### config.mk
export PLATFORM = sky130hd
export DESIGN_NAME = frame_mean_luma_flat
export DESIGN_NICKNAME = d
export VERILOG_FILES = /design/src/rtl/fml_pkg.sv /design/src/rtl/fml_pixel_if.sv /design/src/rtl/fml_mean_if.sv /design/src/rtl/fml_ctrl.sv /design/src/rtl/fml_datapath.sv /design/src/rtl/frame_mean_luma.sv /design/src/flat_wrapper.sv
export SDC_FILE = /design/constraint.sdc
export NUM_CORES = 1
export LEC_CHECK = 0
export BUFFER_PORTS_ARGS = -buffer_cell sky130_fd_sc_hd__buf_4
export CORE_ASPECT_RATIO = 1.4
export CORE_UTILIZATION = 45
export DETAILED_ROUTE_END_ITERATION = 8
export PLACE_DENSITY = 0.6
export SLEW_MARGIN = 10
export SYNTH_ARGS = -nofsm -noshare
export SYNTH_HDL_FRONTEND = slang
export SYNTH_SLANG_ARGS = --single-unit
### constraint.sdc
create_clock -name clk -period 7.6 [get_ports clk]
set_input_delay 0 -clock clk [delete_from_list [all_inputs] [get_ports clk]]
set_output_delay 0 -clock clk [all_outputs]
set_load 0.02 [all_outputs]
### src/rtl/fml_pkg.sv
// Shared constants, types and the luma function for the frame mean luma block.
package fml_pkg;

    localparam int MAX_PIXELS_LOG2 = 22;

    localparam int CHAN_W  = 8;
    localparam int LUMA_W  = 24;
    localparam int FRAC_W  = 8;
    localparam int MEAN_W  = 16;
    localparam int COUNT_W = 23;

    localparam int CNT_W      = MAX_PIXELS_LOG2 + 1;
    localparam int SUM_W      = LUMA_W + MAX_PIXELS_LOG2;
    localparam int REM_INIT_W = SUM_W - FRAC_W - MEAN_W;

    localparam logic [CNT_W-1:0] PIXEL_LIMIT = {1'b1, {MAX_PIXELS_LOG2{1'b0}}};

    localparam int DIV_STEPS = MEAN_W;
    localparam int STEP_W    = $clog2(DIV_STEPS);
    localparam logic [STEP_W-1:0] LAST_STEP = STEP_W'(DIV_STEPS - 1);

    localparam logic [LUMA_W-1:0] W_RED   = 24'd19595;
    localparam logic [LUMA_W-1:0] W_GREEN = 24'd38470;
    localparam logic [LUMA_W-1:0] W_BLUE  = 24'd7471;

    typedef struct packed {
        logic accept;
        logic load;
        logic step;
        logic out_load;
    } fml_cmd_t;

    typedef struct packed {
        logic out_free;
    } fml_status_t;

    function automatic logic [LUMA_W-1:0] luma_q8_16(
        input logic [CHAN_W-1:0] r,
        input logic [CHAN_W-1:0] g,
        input logic [CHAN_W-1:0] b
    );
        logic [LUMA_W-1:0] pr;
        logic [LUMA_W-1:0] pg;
        logic [LUMA_W-1:0] pb;
        pr = W_RED   * LUMA_W'(r);
        pg = W_GREEN * LUMA_W'(g);
        pb = W_BLUE  * LUMA_W'(b);
        return pr + pg + pb;
    endfunction

endpackage

### src/rtl/fml_pixel_if.sv
// Pixel channel: valid/ready handshake carrying one RGB pixel item.
interface fml_pixel_if;
    logic                       valid;
    logic                       ready;
    logic [fml_pkg::CHAN_W-1:0] red;
    logic [fml_pkg::CHAN_W-1:0] green;
    logic [fml_pkg::CHAN_W-1:0] blue;
    logic                       last_pixel;

    modport source (output valid, output red, output green, output blue,
                    output last_pixel, input ready);
    modport sink   (input valid, input red, input green, input blue,
                    input last_pixel, output ready);
endinterface

### src/rtl/fml_mean_if.sv
// Result channel: valid/ready handshake carrying one frame mean item.
interface fml_mean_if;
    logic                        valid;
    logic                        ready;
    logic [fml_pkg::MEAN_W-1:0]  mean_luma;
    logic [fml_pkg::COUNT_W-1:0] pixels_counted;
    logic                        count_overflow;

    modport source (output valid, output mean_luma, output pixels_counted,
                    output count_overflow, input ready);
    modport sink   (input valid, input mean_luma, input pixels_counted,
                    input count_overflow, output ready);
endinterface

### src/rtl/fml_ctrl.sv
// Controller: sequences accumulation, settle, divider load, division steps and result hand-off.
module fml_ctrl (
    input  logic                 clk,
    input  logic                 rst_n,
    input  logic                 in_valid,
    input  logic                 in_last,
    output logic                 in_ready,
    input  fml_pkg::fml_status_t status,
    output fml_pkg::fml_cmd_t    cmd
);

    typedef enum logic [2:0] {
        ACCUM,
        SETTLE,
        LOAD,
        DIVIDE,
        FINISH
    } state_t;

    state_t                      state_reg;
    state_t                      state_next;
    logic [fml_pkg::STEP_W-1:0]  step_reg;
    logic [fml_pkg::STEP_W-1:0]  step_next;

    assign in_ready = (state_reg == ACCUM);

    always_comb
    begin
        cmd.accept   = in_valid && in_ready;
        cmd.load     = (state_reg == LOAD);
        cmd.step     = (state_reg == DIVIDE);
        cmd.out_load = (state_reg == FINISH) && status.out_free;
    end

    always_comb
    begin
        state_next = state_reg;
        step_next  = step_reg;
        unique case (state_reg)
            ACCUM:
            begin
                if (in_valid && in_last)
                begin
                    state_next = SETTLE;
                end
            end
            SETTLE:
            begin
                state_next = LOAD;
            end
            LOAD:
            begin
                step_next  = '0;
                state_next = DIVIDE;
            end
            DIVIDE:
            begin
                step_next = step_reg + 1'b1;
                if (step_reg == fml_pkg::LAST_STEP)
                begin
                    state_next = FINISH;
                end
            end
            FINISH:
            begin
                if (status.out_free)
                begin
                    state_next = ACCUM;
                end
            end
            default:
            begin
                state_next = ACCUM;
            end
        endcase
    end

    always_ff @(posedge clk or negedge rst_n)
    begin
        if (!rst_n)
        begin
            state_reg <= ACCUM;
            step_reg  <= '0;
        end
        else
        begin
            state_reg <= state_next;
            step_reg  <= step_next;
        end
    end

endmodule

### src/rtl/fml_datapath.sv
// Datapath: luma stage, frame accumulator, restoring divider and result register.
module fml_datapath (
    input  logic                         clk,
    input  logic                         rst_n,
    input  fml_pkg::fml_cmd_t            cmd,
    output fml_pkg::fml_status_t         status,
    input  logic [fml_pkg::CHAN_W-1:0]   red,
    input  logic [fml_pkg::CHAN_W-1:0]   green,
    input  logic [fml_pkg::CHAN_W-1:0]   blue,
    output logic                         out_valid,
    input  logic                         out_ready,
    output logic [fml_pkg::MEAN_W-1:0]   mean_luma,
    output logic [fml_pkg::COUNT_W-1:0]  pixels_counted,
    output logic                         count_overflow
);

    logic [fml_pkg::LUMA_W-1:0]  luma_reg;
    logic                        luma_valid_reg;
    logic [fml_pkg::SUM_W-1:0]   sum_reg;
    logic [fml_pkg::CNT_W-1:0]   cnt_reg;
    logic                        ovf_reg;

    logic [fml_pkg::CNT_W-1:0]   rem_reg;
    logic [fml_pkg::CNT_W-1:0]   rem_next;
    logic [fml_pkg::MEAN_W-1:0]  dvd_reg;
    logic [fml_pkg::MEAN_W-1:0]  dvd_next;
    logic [fml_pkg::CNT_W-1:0]   den_reg;
    logic                        div_ovf_reg;

    logic [fml_pkg::CNT_W:0]     trial;
    logic [fml_pkg::CNT_W:0]     den_ext;
    logic [fml_pkg::CNT_W:0]     diff;
    logic                        fits;

    logic                        out_valid_reg;
    logic [fml_pkg::MEAN_W-1:0]  mean_reg;
    logic [fml_pkg::COUNT_W-1:0] count_out_reg;
    logic                        ovf_out_reg;

    assign status.out_free = !out_valid_reg || out_ready;

    // Luma stage: hold one pixel's luma for the accumulator.
    always_ff @(posedge clk)
    begin
        if (cmd.accept)
        begin
            luma_reg <= fml_pkg::luma_q8_16(red, green, blue);
        end
    end

    always_ff @(posedge clk or negedge rst_n)
    begin
        if (!rst_n)
        begin
            luma_valid_reg <= 1'b0;
            sum_reg        <= '0;
            cnt_reg        <= '0;
            ovf_reg        <= 1'b0;
        end
        else
        begin
            luma_valid_reg <= cmd.accept && (cnt_reg != fml_pkg::PIXEL_LIMIT);
            if (cmd.load)
            begin
                sum_reg <= '0;
                cnt_reg <= '0;
                ovf_reg <= 1'b0;
            end
            else
            begin
                if (luma_valid_reg)
                begin
                    sum_reg <= sum_reg + fml_pkg::SUM_W'(luma_reg);
                end
                if (cmd.accept)
                begin
                    if (cnt_reg == fml_pkg::PIXEL_LIMIT)
                    begin
                        ovf_reg <= 1'b1;
                    end
                    else
                    begin
                        cnt_reg <= cnt_reg + 1'b1;
                    end
                end
            end
        end
    end

    // Restoring division of sum/256 by the count, one quotient bit per step.
    always_comb
    begin
        trial    = {rem_reg, dvd_reg[fml_pkg::MEAN_W-1]};
        den_ext  = {1'b0, den_reg};
        diff     = trial - den_ext;
        fits     = (trial >= den_ext);
        rem_next = fits ? diff[fml_pkg::CNT_W-1:0] : trial[fml_pkg::CNT_W-1:0];
        dvd_next = {dvd_reg[fml_pkg::MEAN_W-2:0], fits};
    end

    always_ff @(posedge clk)
    begin
        if (cmd.load)
        begin
            rem_reg     <= {1'b0, sum_reg[fml_pkg::SUM_W-1 -: fml_pkg::REM_INIT_W]};
            dvd_reg     <= sum_reg[fml_pkg::FRAC_W +: fml_pkg::MEAN_W];
            den_reg     <= cnt_reg;
            div_ovf_reg <= ovf_reg;
        end
        else if (cmd.step)
        begin
            rem_reg <= rem_next;
            dvd_reg <= dvd_next;
        end
    end

    always_ff @(posedge clk)
    begin
        if (cmd.out_load)
        begin
            mean_reg      <= dvd_reg;
            count_out_reg <= fml_pkg::COUNT_W'(den_reg);
            ovf_out_reg   <= div_ovf_reg;
        end
    end

    always_ff @(posedge clk or negedge rst_n)
    begin
        if (!rst_n)
        begin
            out_valid_reg <= 1'b0;
        end
        else if (cmd.out_load)
        begin
            out_valid_reg <= 1'b1;
        end
        else if (out_ready)
        begin
            out_valid_reg <= 1'b0;
        end
    end

    assign out_valid      = out_valid_reg;
    assign mean_luma      = mean_reg;
    assign pixels_counted = count_out_reg;
    assign count_overflow = ovf_out_reg;

    a_cnt_bounded: assert property (@(posedge clk) disable iff (!rst_n)
        cnt_reg <= fml_pkg::PIXEL_LIMIT)
        else $error("pixel count above limit");

    a_den_nonzero: assert property (@(posedge clk) disable iff (!rst_n)
        cmd.step |-> den_reg != '0)
        else $error("division by zero count");

    a_rem_below_den: assert property (@(posedge clk) disable iff (!rst_n)
        cmd.step |-> rem_reg < den_reg)
        else $error("divider remainder not below divisor");

    a_load_free: assert property (@(posedge clk) disable iff (!rst_n)
        cmd.out_load |-> !out_valid_reg || out_ready)
        else $error("result register overwritten");

endmodule

### src/rtl/frame_mean_luma.sv
// Top level: mean Rec.601 luma of a frame of RGB pixel items.
// Throughput: one pixel item per cycle within a frame; the input stalls after its last pixel.
// Result valid follows settle, divider load, the 16-step divider and the result load in finish.
// The next frame is taken only once the frame's result is loaded into a free result register.
// Reset: rst_n asynchronous, active low; clears sum, count, overflow flag and all valid state.
module frame_mean_luma (
    input  logic        clk,
    input  logic        rst_n,
    fml_pixel_if.sink   pixel,
    fml_mean_if.source  result
);

    fml_pkg::fml_cmd_t    cmd;
    fml_pkg::fml_status_t status;

    fml_ctrl u_ctrl (
        .clk      (clk),
        .rst_n    (rst_n),
        .in_valid (pixel.valid),
        .in_last  (pixel.last_pixel),
        .in_ready (pixel.ready),
        .status   (status),
        .cmd      (cmd)
    );

    fml_datapath u_datapath (
        .clk            (clk),
        .rst_n          (rst_n),
        .cmd            (cmd),
        .status         (status),
        .red            (pixel.red),
        .green          (pixel.green),
        .blue           (pixel.blue),
        .out_valid      (result.valid),
        .out_ready      (result.ready),
        .mean_luma      (result.mean_luma),
        .pixels_counted (result.pixels_counted),
        .count_overflow (result.count_overflow)
    );

endmodule

### src/flat_wrapper.sv
// flat-port wrapper written by rule: the top's interface ports become plain ports
module frame_mean_luma_flat 
  (clk, rst_n, pixel_valid, pixel_red, pixel_green, pixel_blue, pixel_last_pixel, pixel_ready, result_valid, result_mean_luma, result_pixels_counted, result_count_overflow, result_ready);
  fml_pixel_if pixel_i ();
  fml_mean_if result_i ();
  input  logic clk;
  input  logic rst_n;
  input wire logic [$bits(pixel_i.valid)-1:0] pixel_valid;
  input wire logic [$bits(pixel_i.red)-1:0] pixel_red;
  input wire logic [$bits(pixel_i.green)-1:0] pixel_green;
  input wire logic [$bits(pixel_i.blue)-1:0] pixel_blue;
  input wire logic [$bits(pixel_i.last_pixel)-1:0] pixel_last_pixel;
  output wire logic [$bits(pixel_i.ready)-1:0] pixel_ready;
  output wire logic [$bits(result_i.valid)-1:0] result_valid;
  output wire logic [$bits(result_i.mean_luma)-1:0] result_mean_luma;
  output wire logic [$bits(result_i.pixels_counted)-1:0] result_pixels_counted;
  output wire logic [$bits(result_i.count_overflow)-1:0] result_count_overflow;
  input wire logic [$bits(result_i.ready)-1:0] result_ready;
  assign pixel_i.valid = pixel_valid;
  assign pixel_i.red = pixel_red;
  assign pixel_i.green = pixel_green;
  assign pixel_i.blue = pixel_blue;
  assign pixel_i.last_pixel = pixel_last_pixel;
  assign pixel_ready = pixel_i.ready;
  assign result_valid = result_i.valid;
  assign result_mean_luma = result_i.mean_luma;
  assign result_pixels_counted = result_i.pixels_counted;
  assign result_count_overflow = result_i.count_overflow;
  assign result_i.ready = result_ready;
  frame_mean_luma u_core (.clk(clk), .rst_n(rst_n), .pixel(pixel_i), .result(result_i));
endmodule
# Word-level counts from Yosys, hierarchy flattened
# Index checks and enable logic that the tools add are counted.
[totals]
word_cells = 72
memories = 0
latchBits = 0
ramBits = 0
regBits = 206
romBits = 0
[op_classes]
eq_ne = 11
reduce_logical = 15
multipliers = 3
n_bitwise = 0
order_cmp = 1
mux = 20
add_sub_neg = 6
shift = 0
n_div = 0
[op_table]
columns = ["cell", "n"]
rows = [
  ["two-way mux 23 bit", 4],
  ["two-way mux 46 bit", 2],
  ["adder 46 x 24 -> 46 bit", 1],
  ["multiplier 15 x 8 -> 23 bit (first input constant)", 2],
  ["two-way mux 22 bit", 2],
  ["two-way mux 16 bit", 2],
  ["adder 23 x 24 -> 24 bit", 1],
  ["adder 24 x 21 -> 24 bit", 1],
  ["greater-or-equal comparator 24 x 23 -> 1 bit", 1],
  ["adder 23 x 1 -> 23 bit (second input constant)", 1],
  ["equality test 23 bit (second input constant)", 1],
  ["inequality test 23 bit (second input constant)", 1],
  ["subtractor 23 bit", 1],
  ["multiplier 13 x 8 -> 21 bit (first input constant)", 1],
  ["case mux 3 bit (5 select lines)", 1],
  ["nonzero test 2 bit", 5],
  ["two-way mux 3 bit", 3],
  ["case mux 4 bit (2 select lines)", 1],
  ["equality test 3 x 2 -> 1 bit (second input constant)", 2],
  ["two-way mux 1 bit", 5],
  ["adder 4 x 1 -> 4 bit (second input constant)", 1],
  ["equality test 4 bit (second input constant)", 1],
  ["logical AND 1 bit", 4],
  ["inequality test 2 x 1 -> 1 bit (second input constant)", 2],
  ["other kinds (8)", 10],
]

# Logic depth before layout (Yosys ltp)
[depth]
ltp_word = 4
depth_mapped = 29
mapped_depth_nobuf = 29

# By module
# From an unflattened synthesis, not the netlist that was laid out.
[hier_totals]
cells_unflattened = 1692
area_unflattened_um2 = 17400.4
[modules_own_cells]
columns = ["module", "seq_area_each_um2", "instances", "cells_per_inst", "area_each_um2"]
rows = [
  ["fml_datapath", 5605.4, 1, 1652, 17036.3],
  ["fml_ctrl", 175.2, 1, 40, 364.1],
]

# Worst setup path after synthesis
# No wires, ideal clock.
[synth_timing]
kind = "input port to flip-flop"
startpoint = "input port pixel_green[5]"
endpoint = "register u_core.u_datapath.luma_reg[21] in the netlist's numbering (data pin)"
required_ps = 7338
arrival_time_ps = 5932
setup_slack_ps = 1406
setup_ps = 262
cell_stages = 26
cell_sequence = "ha_1 -> inv_1 -> fa_1 -> fa_1 -> inv_1 -> ha_1 -> and3b_1 -> o211ai_1 -> a21oi_1 -> nor3_1 -> xnor2_1 -> fa_1 -> fa_1 -> inv_1 -> fa_1 -> fa_1 -> inv_1 -> ha_1 -> o21ai_0 -> nand2b_1 -> a21oi_1 -> nor2b_1 -> a31o_2 -> a21oi_1 -> a21oi_1 -> xor2_1"
[synth_between]
elab_chain_cells = 3
[synth_lines]
columns = ["item", "line_no", "source"]
rows = [
  ["from (decl)", "flat_wrapper.sv:10", "input wire logic [$bits(pixel_i.green)-1:0] pixel_green;"],
  ["multiplier 15 x 8 -> 23 bit", "fml_pkg.sv:46", "pg = W_GREEN * LUMA_W'(g);"],
  ["adder 23 x 24 -> 24 bit", "fml_pkg.sv:48", "return pr + pg + pb;"],
  ["adder 24 x 21 -> 24 bit", "fml_pkg.sv:48", ""],
  ["to (signal assigned)", "fml_datapath.sv:47", "luma_reg <= fml_pkg::luma_q8_16(red, green, blue);"],
  ["to (decl)", "fml_datapath.sv:17", "logic [fml_pkg::LUMA_W-1:0] luma_reg;"],
]
# No other way between the ends.
# A chain may end at the register's enable or synchronous reset.

# Worst setup path in the final report
[layout_timing]
startpoint = "input port pixel_green[6]"
endpoint = "register u_core.u_datapath.luma_reg[23] in the netlist's numbering (data pin)"
# The elaborated chain is that of the path after synthesis.

==> flow_summary.ini <==
[critical_path]
r2r_slack_ps = 3580
start_kind = input port
crit_type = in -> reg
crit_required_ps = 7820
slowest_delay_ps = 550
crit_top_cell = inv_1
slowest_stage = fa_1
crit_path_end_kind = register
cp_max_fo = 7
worst_ep_arrival_time_ps = 6660

[global_routing]
grt_max_degree = 70
gr-total-overflow = 0
grt_usage_pct = 20.4
grt_pass1_vias = 12300
antenna_found_initial = 0
grt_pass1_wl_mm = 63.2

[drt]
routed_wl_mm = 39.0
wl_per_cell_microns = 17.2
drt_iter0_drc = 478
vias = 12100
postRouteAntennaNets = 0
via_per_inst = 5.34
drc = 0
first_pass_iters = 5

[clocking]
clk_pin_slew_ps = 60
clockBufferDepth = 3
cts_hold_buf = 7
numCtsBuffers = 21
cts_sinks = 206
cts_setup_buffers = 0
cts_resized = 0
cts_tree = built
worstSkewPairLatency_ps = 510
root_buffer = clkbuf_16
htreeDepth = 1

[layout]
diodes = 0
fin_nets = 2144
drive_gt1_share_pct = 7.78
largest_reg_flops = 46
fill_cells = 3528
area_delta_synth_final_pct = 10.5

[place]
portBuffers = 70
pre_cts_slack_ps = 717
gp_congestion = 0.949
hpwlAfterDp_mm = 31.0

[synthesis]
synth_area_sq_mm = 0.0172
synth_nets = 2074
ys.flop_type = edfxtp_1
synth-seq-cells = 206
syn_inst = 1715
synth_warnings = 0
yosysSeqAreaShare_pct = 33.6
yosys.cell_types.count = 75
avgSynthCellArea_sq_um = 10.0
synth-async-reset-ratio_pct = 38.3
synth_enable_flop_cells = 126

[job]
max-cap-violations = 0

[outcome]
status = complete, no violations

[die]
die_y_microns = 233
core_sq_mm = 0.0376
dieArea_sq_mm = 0.0390
ios = 71
die_w_microns = 167
rows = 84
initial_utilization_pct = 45.7

[sta]
grt_setup_unrepaired = no
slew_headroom_pct = 31.7
final.setup.tns_ps = 0
slew_violations = 0
hold_viol = 0
post-route-period-util_pct = 84.7
fin_skew_ps = 19.1
tightest_slew_ps = 1020
setup_viol = 0
final.min_clock_period_ps = 6440
layout_setup_ws_ps = 1160
fmax_mhz = 155

[worst_hold_path]
hold_path.class = in -> reg
==> cells in the mapped netlist (3+ instances only) <==
master / count / share of area, %
and2_1: 7 / 0.25
xnor2_1: 49 / 2.5
nand2_1: 136 / 3.0
a21oi_1: 106 / 3.1
nor4b_1: 3 / 0.15
a211oi_1: 9 / 0.39
nor3b_1: 7 / 0.31
nor2_1: 122 / 2.7
mux2i_1: 31 / 1.8
inv_1: 272 / 5.9
a2111o_1: 5 / 0.33
o21ai_0: 38 / 1.1
a31oi_1: 6 / 0.22
nor2b_1: 12 / 0.44
fa_1: 121 / 14
o2bb2ai_1: 4 / 0.20
nand4_1: 20 / 0.73
o21ai_1: 21 / 0.61
a31o_2: 3 / 0.15
mux2_2: 4 / 0.26
dfrtp_1: 79 / 11
nor3_1: 34 / 0.99
o31ai_1: 6 / 0.26
or3_1: 7 / 0.25
clkbuf_1: 29 / 0.63
o21bai_1: 8 / 0.35
xor2_1: 40 / 2.0
ha_1: 209 / 15
or2_2: 10 / 0.36
o211ai_1: 13 / 0.57
nand2b_1: 15 / 0.55
and3_1: 17 / 0.62
nand3_1: 33 / 0.96
buf_2: 6 / 0.17
o21a_1: 14 / 0.61
o22ai_1: 3 / 0.11
edfxtp_1: 126 / 22
a21o_1: 40 / 1.7
or4_1: 5 / 0.22
==> kinds of logic after synthesis <==
group	after synthesis	synth area share, %
AND/OR/NAND/NOR	441	12.3
adder cells (fa/ha/maj)	330	29.3
buffers and inverters	310	6.88
AO/OA/AOI/OAI	303	11.2
flip-flops	206	33.6
XOR/XNOR	89	4.53
multiplexers	36	2.13
==> critical path: cells and delay by family <==
kind | cells | cell delay (ps)
buffers and inverters | 6 | 480
AND/OR/NAND/NOR | 2 | 140
adder cells (fa/ha/maj) | 8 | 3150
XOR/XNOR | 2 | 600
AO/OA/AOI/OAI | 9 | 2280
==> metrics by stage <==
| stage | cells | hold slack, ps | cell area (sq um) | util, % |
|---|---|---|---|---|
| after global placement | 2228 | -113 | 18200 | 48.4 |
| after detailed placement | 2228 | -106 | 18200 | 48.4 |
| final | 2272 | 41.2 | 19000 | 50.5 |
| after floorplan | 1715 | -296 | 17200 | - |
| after global routing | 2272 | 33.9 | 19000 | 50.5 |
| after CTS | 2272 | 28.3 | 19000 | 50.5 |
==> placed cells by master (no fill, tap or decap), types with 10 or more instances in the layout <==
cell type,instances
mux2i_1,31
xor2_1,40
fa_1,121
xnor2_1,49
nor2b_1,12
and3_1,16
dfrtp_1,78
nand4_1,20
nand3_1,33
or2_2,10
nand2_1,136
nand2b_1,15
a21oi_1,105
ha_1,209
inv_1,271
o211ai_1,13
nor2_1,122
o21ai_1,21
a21o_1,40
nor3_1,34
o21a_1,14
o21ai_0,38
buf_4,78
clkbuf_16,21
edfxtp_1,126
==> final cells by class <==
cell class              count  area [sq um]  area share [%]
well taps                 473           592            3.11
clock inverters            10           158           0.830
repair buffers             85           656            3.45
clock buffers              27           558            2.94
inverters                 272          1020            5.38
flip-flops and latches    206          5780            30.4
multi-input cells        1199         10200            53.9
==> path summary, 6_finish.rpt <==
kind / cells after the start / from / endpoint
hold reg to reg: 0 / u_core.u_datapath.div_ovf_reg / u_core.u_datapath.count_overflow
min in group asynchronous: 3 / rst_n / u_core.u_datapath.cnt_reg[12]
setup / recovery: 27 / pixel_green[6] / u_core.u_datapath.luma_reg[23]
hold / removal: 3 / pixel_blue[0] / u_core.u_datapath.luma_reg[1]
setup reg to reg: 12 / u_core.u_datapath.dvd_reg[15] / u_core.u_datapath.rem_reg[21]
max in group asynchronous: 3 / rst_n / u_core.u_ctrl.state_reg[2]
==> per-layer routing <==
metal | vias up | part of all wire [%] | GRT usage [%]
met5 | - | 0 | 0
met4 | 0 | 3.1 | 7.08
met3 | 56 | 2.4 | 1.47
met2 | 180 | 54 | 39.2
met1 | 5907 | 41 | 23.7
li1 | 5986 | - | -
Power is not shown: default switching activity piles up to over one toggle a cycle in this logic, so the estimate is an artifact.
